File: src/pcds_pkg.sv
// package for the pwm clock divider search block
// holds the sequencer state type and the fixed constants, no dependencies
package pcds_pkg;

  localparam int unsigned FreqW     = 23;
  localparam int unsigned ClkW      = 32;
  localparam int unsigned TargetW   = 33;
  localparam int unsigned PreW      = 8;
  localparam int unsigned ExpW      = 4;
  localparam int unsigned CntW      = $clog2(ClkW);

  localparam logic [ClkW-1:0] MasterClockReset = 32'd48000000;
  localparam logic [ExpW-1:0] ExpMax           = 4'd10;
  localparam logic [CntW-1:0] DivLastBit       = CntW'(ClkW - 1);

  typedef enum logic [2:0] {
    ST_IDLE,
    ST_MUL,
    ST_DIV,
    ST_SRCH,
    ST_FIN
  } state_e;

endpackage

File: src/pwm_clock_divider_search.sv
// pwm clock divider search: picks prescaler and power-of-two exponent for a frequency
// single-module design, uses pcds_pkg
//
// Each request runs one at a time. After acceptance the target clock (frequency times
// 1000) is started at acceptance and finished in ST_MUL, then a restoring divider
// produces master_clock / target one quotient bit per cycle, then the quotient is
// shifted right one place per cycle until it fits in 8 bits or the exponent reaches 10
// (the setting then fails), and the result is registered once the output register is
// free. A zero frequency skips the divider and fails. The input is taken again once
// the result has been handed to the output register, even while that result is still
// stalled. master_clock may only be written while no item is in flight.
module pwm_clock_divider_search
  import pcds_pkg::*;
(
  input  logic              clk_i,
  input  logic              rst_ni,
  input  logic              cfg_we_i,
  input  logic [ClkW-1:0]   cfg_wdata_i,
  input  logic              in_valid_i,
  output logic              in_stall_o,
  input  logic [FreqW-1:0]  requested_frequency_i,
  output logic              out_valid_o,
  input  logic              out_stall_i,
  output logic              setting_ok_o,
  output logic [PreW-1:0]   prescaler_o,
  output logic [ExpW-1:0]   divisor_exponent_o
);

  state_e               state_q, state_d;
  logic [ClkW-1:0]      master_q;
  logic [FreqW-1:0]     freq_q;
  logic [TargetW-1:0]   t_q;
  logic [TargetW-1:0]   r_q;
  logic [ClkW-1:0]      m_q;
  logic [CntW-1:0]      cnt_q;
  logic [ExpW-1:0]      d_q;
  logic                 ok_q;
  logic                 out_valid_q;
  logic                 setting_ok_q;
  logic [PreW-1:0]      prescaler_q;
  logic [ExpW-1:0]      exponent_q;

  logic                 in_acc;
  logic                 out_free;
  logic                 load_out;
  logic [TargetW:0]     rem_sh;
  logic [TargetW-1:0]   rem_diff;
  logic                 q_bit;
  logic                 fits;

  assign in_acc   = in_valid_i && !in_stall_o;
  assign out_free = !out_valid_q || !out_stall_i;

  assign rem_sh   = {r_q, m_q[ClkW-1]};
  assign rem_diff = rem_sh[TargetW-1:0] - t_q;
  assign q_bit    = (rem_sh >= {1'b0, t_q});
  assign fits     = (m_q[ClkW-1:PreW] == '0);

  // next state
  always_comb begin
    state_d = state_q;
    case (state_q)
      ST_IDLE: begin
        if (in_acc) begin
          state_d = ST_MUL;
        end
      end
      ST_MUL: begin
        if (freq_q == '0) begin
          state_d = ST_FIN;
        end else begin
          state_d = ST_DIV;
        end
      end
      ST_DIV: begin
        if (cnt_q == '0) begin
          state_d = ST_SRCH;
        end
      end
      ST_SRCH: begin
        if (fits || (d_q == ExpMax)) begin
          state_d = ST_FIN;
        end
      end
      ST_FIN: begin
        if (out_free) begin
          state_d = ST_IDLE;
        end
      end
      default: state_d = ST_IDLE;
    endcase
  end

  // outputs of the sequencer
  always_comb begin
    in_stall_o = 1'b1;
    load_out   = 1'b0;
    case (state_q)
      ST_IDLE: in_stall_o = 1'b0;
      ST_FIN:  load_out   = out_free;
      default: begin
        in_stall_o = 1'b1;
        load_out   = 1'b0;
      end
    endcase
  end

  always_ff @(posedge clk_i or negedge rst_ni) begin
    if (!rst_ni) begin
      state_q     <= ST_IDLE;
      master_q    <= MasterClockReset;
      out_valid_q <= 1'b0;
    end else begin
      state_q <= state_d;
      if (cfg_we_i) begin
        master_q <= cfg_wdata_i;
      end
      if (load_out) begin
        out_valid_q <= 1'b1;
      end else if (!out_stall_i) begin
        out_valid_q <= 1'b0;
      end
    end
  end

  // datapath
  always_ff @(posedge clk_i) begin
    case (state_q)
      ST_IDLE: begin
        if (in_acc) begin
          freq_q <= requested_frequency_i;
          // 1000 = 1024 - 16 - 8, second subtraction in the next cycle
          t_q    <= {requested_frequency_i, 10'd0} - {6'd0, requested_frequency_i, 4'd0};
          r_q    <= '0;
          m_q    <= master_q;
          cnt_q  <= DivLastBit;
          d_q    <= '0;
          ok_q   <= 1'b0;
        end
      end
      ST_MUL: begin
        t_q <= t_q - {7'd0, freq_q, 3'd0};
      end
      ST_DIV: begin
        if (q_bit) begin
          r_q <= rem_diff;
        end else begin
          r_q <= rem_sh[TargetW-1:0];
        end
        m_q   <= {m_q[ClkW-2:0], q_bit};
        cnt_q <= cnt_q - 1'b1;
      end
      ST_SRCH: begin
        if (fits) begin
          // a zero quotient can only occur at exponent zero
          ok_q <= (m_q != '0);
        end else if (d_q != ExpMax) begin
          m_q <= {1'b0, m_q[ClkW-1:1]};
          d_q <= d_q + 1'b1;
        end
      end
      default: begin
      end
    endcase
    if (load_out) begin
      setting_ok_q <= ok_q;
      prescaler_q  <= ok_q ? m_q[PreW-1:0] : '0;
      exponent_q   <= ok_q ? d_q : '0;
    end
  end

  assign out_valid_o        = out_valid_q;
  assign setting_ok_o       = setting_ok_q;
  assign prescaler_o        = prescaler_q;
  assign divisor_exponent_o = exponent_q;

  a_fail_zero: assert property (@(posedge clk_i) disable iff (!rst_ni)
    out_valid_o && !setting_ok_o |-> (prescaler_o == '0) && (divisor_exponent_o == '0))
    else $error("failed setting carries nonzero fields");

  a_exp_range: assert property (@(posedge clk_i) disable iff (!rst_ni)
    out_valid_o && setting_ok_o |-> divisor_exponent_o <= ExpMax)
    else $error("divisor exponent out of range");

  a_accept_mul: assert property (@(posedge clk_i) disable iff (!rst_ni)
    in_acc |=> state_q == ST_MUL)
    else $error("accepted item did not start");

  a_div_nonzero: assert property (@(posedge clk_i) disable iff (!rst_ni)
    state_q == ST_DIV |-> t_q != '0)
    else $error("division by zero target");

endmodule
File: config.mk
export PLATFORM = sky130hd
export DESIGN_NAME = pwm_clock_divider_search
export DESIGN_NICKNAME = d
export VERILOG_FILES = /design/src/pcds_pkg.sv /design/src/pwm_clock_divider_search.sv
export SDC_FILE = /design/constraint.sdc
export NUM_CORES = 1
export LEC_CHECK = 0
export BUFFER_PORTS_ARGS = -buffer_cell sky130_fd_sc_hd__buf_2
export CORE_ASPECT_RATIO = 0.9
export CORE_MARGIN = 2
export CORE_UTILIZATION = 30
export CTS_CLUSTER_DIAMETER = 30
export CTS_CLUSTER_SIZE = 16
export DETAILED_ROUTE_END_ITERATION = 10
export GPL_ROUTABILITY_DRIVEN = 0
export PLACE_DENSITY = 0.52
export SLEW_MARGIN = 20
export SYNTH_ARGS = -nofsm -noshare
export SYNTH_HDL_FRONTEND = slang
export SYNTH_SLANG_ARGS = --single-unit
export TNS_END_PERCENT = 50
File: constraint.sdc
create_clock -name clk_i -period 6.4 [get_ports clk_i]
set_clock_uncertainty 0.2 [all_clocks]
set_input_delay 0.32 -clock clk_i [delete_from_list [all_inputs] [get_ports clk_i]]
set_output_delay 0.32 -clock clk_i [all_outputs]
set_load 0.005 [all_outputs]
# After elaboration in Yosys (flattened, before gate mapping)
# Index checks and enable logic that the tools add are counted.
[word_totals]
out_inout_bits = 15
word_cells = 82
inputBits = 60
reg_bits = 180
[classes]
mux = 28
reduce_logical = 21
add_sub_neg = 5
magnitude_cmp = 1
eq_ne = 14
[op_table]
columns = ["cell", "n"]
rows = [
  ["$pmux W33 S2", 2],
  ["$mux W33", 3],
  ["$mux W32", 3],
  ["$pmux W32 S3", 1],
  ["$ge A34 B33 Y1", 1],
  ["$sub A33 B26 Y33", 1],
  ["$sub A33 B27 Y33", 1],
  ["$sub A33 B33 Y33", 1],
  ["$reduce_bool A32 Y1", 1],
  ["$logic_not A24 Y1", 1],
  ["$logic_not A23 Y1", 1],
  ["$mux W3", 5],
  ["$pmux W3 S5", 1],
  ["$ne A2 B2 Y1 const B", 7],
  ["$mux W4", 3],
  ["$reduce_and A4 Y1", 3],
  ["$pmux W5 S2", 1],
  ["$pmux W4 S2", 1],
  ["$eq A3 B2 Y1 const B", 2],
  ["$mux W1", 6],
  ["$reduce_and A2 Y1", 3],
  ["$reduce_bool A2 Y1", 3],
  ["$logic_not A5 Y1", 1],
  ["$mux W5", 1],
  ["other kinds (14)", 16],
]

# Logic depth before layout (Yosys ltp)
[logic_depth]
ltp_word = 4
mapped_depth = 13
mapped_depth_nobuf = 12

# Least setup slack after synthesis
# No wires, ideal clock.
[synth_path]
kind = "register to register"
start = "register d_q[0]"
end = "register m_q[0] (enable)"
required_ps = 5768
n_path_buf = 0
arrival_ps = 2549
slack_ps = 3220
synth_period_minus_slack_ps = 3180
setup_time_ps = 432
path_stages_with_launch = 8
cell_sequence = "edfxtp_1 > inv_1 > ha_1 > nand2_1 > o22ai_1 > inv_1 > o21ai_0 > a21oi_1"
[synth_via]
elab_chain_cells = 3
[synth_rtl]
columns = ["item", "line_no", "source"]
rows = [
  ["from (decl)", "pwm_clock_divider_search.sv:36", "logic [ExpW-1:0] d_q;"],
  ["from (signal assigned)", "pwm_clock_divider_search.sv:159", "d_q <= d_q + 1'b1;"],
  ["$ne A4 B4 Y1", "pwm_clock_divider_search.sv:157", "end else if (d_q != ExpMax) begin"],
  ["$ne A2 B2 Y1 (no line)", "-", ""],
  ["$reduce_and A4 Y1 (no line)", "-", ""],
  ["to (signal assigned)", "pwm_clock_divider_search.sv:135", "m_q <= master_q;"],
  ["to (signal assigned)", "pwm_clock_divider_search.sv:150", "m_q <= {m_q[ClkW-2:0], q_bit};"],
  ["to (signal assigned)", "pwm_clock_divider_search.sv:158", "m_q <= {1'b0, m_q[ClkW-1:1]};"],
  ["to (decl)", "pwm_clock_divider_search.sv:34", "logic [ClkW-1:0] m_q;"],
]
# Every way passes these cells.
# A chain may end at the register's enable or synchronous reset.

# Final worst setup path
[layout_path]
start = "register t_q[4]"
end = "register r_q[23], data pin"
[layout_via]
elab_chain_cells = 3
word_cells_on_any_way = 4
cone_classes = "add/sub (1); order compare (1); mux (2)"
[layout_rtl]
columns = ["item", "line_no", "source"]
rows = [
  ["from (decl)", "pwm_clock_divider_search.sv:32", "logic [TargetW-1:0] t_q;"],
  ["from (signal assigned)", "pwm_clock_divider_search.sv:133", "t_q <= {requested_frequency_i, 10'd0} - {6'd0, requested_frequency_i, 4'd0};"],
  ["from (signal assigned)", "pwm_clock_divider_search.sv:142", "t_q <= t_q - {7'd0, freq_q, 3'd0};"],
  ["$sub A33 B33 Y33 or $ge A34 B33 Y1 (tied branches)", "pwm_clock_divider_search.sv:55, pwm_clock_divider_search.sv:56", ""],
  ["$mux W33 *", "pwm_clock_divider_search.sv:145", "if (q_bit) begin"],
  ["$pmux W33 S2 *", "pwm_clock_divider_search.sv:128", "case (state_q)"],
  ["to (signal assigned)", "pwm_clock_divider_search.sv:146", "r_q <= rem_diff;"],
  ["to (signal assigned)", "pwm_clock_divider_search.sv:148", "r_q <= rem_sh[TargetW-1:0];"],
  ["to (decl)", "pwm_clock_divider_search.sv:33", "logic [TargetW-1:0] r_q;"],
]
# Every way passes the cells marked *; elsewhere a longest branch is shown, timed or not.

==> flow_summary.ini <==
[synth]
synthCells = 1135
avgSynthCellArea_um2 = 10.2
synth-main-ff-cell = edfxtp_1
syn_nets = 1271
synth_edf_count = 141
synth-seq-cells = 177
yosysMostFrequentCell = edfxtp_1
yosysSeqAreaShare_pct = 44.5
synth.top_cell.area_share_pct = 36.6
synth.cell_area_mm2 = 0.0116
yosysWarnings = 0
synthTopCellsByArea = edfxtp_1 37%, ha_1 8.0%, dfrtp_1 5.6%, mux2i_1 5.4%, nand2_1 3.7%
yosys-top-cells-count = 141 x edfxtp_1, 114 x nand2_1, 86 x inv_1
async_flop_share_pct = 20.3
yosys.area.top_type = edfxtp_1
ys_types = 78

[finish]
instances_no_fill = 1757
drive_gt1_share_pct = 13.9
fin_area_mm2 = 0.0136
fin_nets = 1390
final_core_util_pct = 35.7
antennaDiodeCount = 0
synthToLayoutAreaGrowth_pct = 17.7

[clock_network]
cts.reportedPaths.clkPinSlew_ns = 0.07
clock_latency_ns = 0.44
clock_sinks = 177
cts_inserted_buffers = 17
cts_buffer_depth = 2
cts_htree_levels = 4
root_buffer = clkbuf_16
cts_tree = done

[placement]
place_ws_ns = 2.85
io_buffer_count = 74
place_area_mm2 = 0.0124
dpl.cell_count = 1667
hpwl_mm = 20.4

[drt]
viasPerCell = 4.97
wl_per_cell_um = 16.0
firstDrtPassIters = 5
routed_wl_mm = 28.1
drt_iter0_drc = 625
drc_errors = 0
vias = 8732
ant_nets = 0

[floorplanning]
rows = 68
ios = 75
die_area_mm2 = 0.0402
coreArea_mm2 = 0.0382
die_w_um = 211
die_h_um = 190
start_util_pct = 30.3

[global_route]
grt_use_total_pct = 14.3
grt_max_degree = 64
antenna_found_initial = 0
first_global_vias = 8559
grt_first_pass_wirelength_mm = 45.9
grt_overflow_total = 0

[sta]
hold_violations = 0
slew_violations = 0
timing.fmax_mhz = 284
setup_viol = 0
worst_pin_slew_ns = 1.01
rsz0062_at_grt = false
relSlewSlack_pct = 32.6
period_share_pct = 55.1
min_period_ns = 3.52
finalSetupTns_ns = 0
hold_ws_ns = 0.0955
setup_slack_ns = 2.88

[power_and_ir_drop]
p_sw_share_pct = 42.6
vdd_ir_drop_max_v = 0.000224
power_mw = 6.75
p_int_mw = 3.88
clkPwrFrac_pct = 15.8
combinationalPowerShare_pct = 52.2
p_sw_mw = 2.87
p_leak_nw = 5.76
seqPwrFrac_pct = 31.9
p_per_area_mw_per_mm2 = 495

[setup_path]
cp_data_arrival_time_ns = 3.51
critPathRequiredTime_ns = 6.38
worst-setup-path-type = register to register
end_kind = register
path_max_fanout = 32
startpoint_type = register

[run]
timing.max_cap.violations = 0

[outcome]
status = finished clean

[min_path]
hp-class = input pin to register
-- cells in the final DEF (no fill, tap or decap), drive strengths merged, types with 4 or more instances in the layout --
cell type    instances
nor2                76
xor2                29
nand2              115
clkbuf              19
dfrtp               26
o211ai               5
and4                 4
nand4               10
edfxtp             141
nand3               22
and2                15
xnor2               47
ha                  74
a21oi               58
o21a                11
a21o                27
a211oi               5
and3                13
o31a                 5
nor4                19
a211o                6
o31ai               11
mux2i               63
buf                 81
a31oi                7
nor2b               14
inv                 95
nor3                17
dfstp               10
clkinv               4
dlygate4sd3         57
o21bai               4
o21ai               85
nand3b               5
nand2b               8
mux2                33
-- power groups by stage --
stage	Clock [mW]	Sequential (mW)	Combinational [mW]
final	1.07	2.16	3.52
after global routing	1.13	2.21	3.97
after CTS	1.10	2.16	3.53
after detailed placement	0	2.18	3.48
after global placement	0	2.18	3.46
after floorplan	0	2.05	2.86
-- critical path, stage by stage (launching register included) --
cell and delay (ns):
edfxtp_1 0.48, inv_1 0.20, ha_1 0.27, nor2b_4 0.13
o31a_1 0.28, o32a_4 0.41, a311o_1 0.36, o21ai_2 0.17
nand3_4 0.15, nand2_8 0.29, mux2i_1 0.26, nor2_1 0.06
-- metal layers --
metal	GRT usage (%)	part of all wire (%)	wire length (um)	up-vias
met2	21.8	45	12600	139
met5	0	0	0	-
li1	-	-	-	4375
met1	21.2	51	14300	4198
met4	3.60	1.1	301	0
met3	2.08	3.1	861	20
-- flip-flops by register name, indices dropped and copies added, names as in the netlist --
| name | count |
|---|---|
| freq_q | 23 |
| out_valid_o | 1 |
| r_q | 33 |
| cnt_q | 5 |
| t_q | 30 |
| setting_ok_o | 1 |
| master_q | 32 |
| d_q | 4 |
| m_q | 32 |
| divisor_exponent_o | 4 |
| ok_q | 1 |
| state_q | 3 |
| prescaler_o | 8 |
-- cell type report --
class                   instances  area (um^2)
well taps                     490          613
flip-flops and latches        177         5150
clock buffers                  19          464
repair buffers                138         1000
fillers                      3809        24600
inverters                      86          323
clock inverters                13          133
multi-input cells             834         5950
-- cells by family after synthesis --
| logic type | share of synthesized area (%) |
|---|---|
| muxes | 8.66 |
| xor gates and xnor gates | 5.75 |
| and+or+nand+nor | 14.4 |
| AOI/OAI and AO/OA | 14.0 |
| DFF | 44.5 |
| adders and majority gates | 8.34 |
| buffers and inverters | 4.40 |
-- worst paths after layout --
check                                         startpoint  depth (start not counted)  slack, ns                  endpoint
worst max-delay path                    t_q[4]$_DFFE_PP_                         11       2.88     r_q[23]$_SDFFCE_PN0P_
worst min-delay path                          in_valid_i                          4        0.1    state_q[0]$_DFFE_PN0P_
worst max register to register          t_q[4]$_DFFE_PP_                         11       2.88     r_q[23]$_SDFFCE_PN0P_
worst min register to register  master_q[28]$_DFFE_PN0P_                          1       0.31  master_q[28]$_DFFE_PN0P_
max in group asynchronous                         rst_ni                          2       5.09    state_q[0]$_DFFE_PN0P_
min in group asynchronous                         rst_ni                          2       0.32   master_q[3]$_DFFE_PN0P_
-- repair_timing --
item	CTS	global route
gates resized for setup	0	0
endpoints found under the hold margin	83	0
buffers inserted	0	0
hold buffers	57	0
Note: power is estimated with default switching activity, not from simulation.
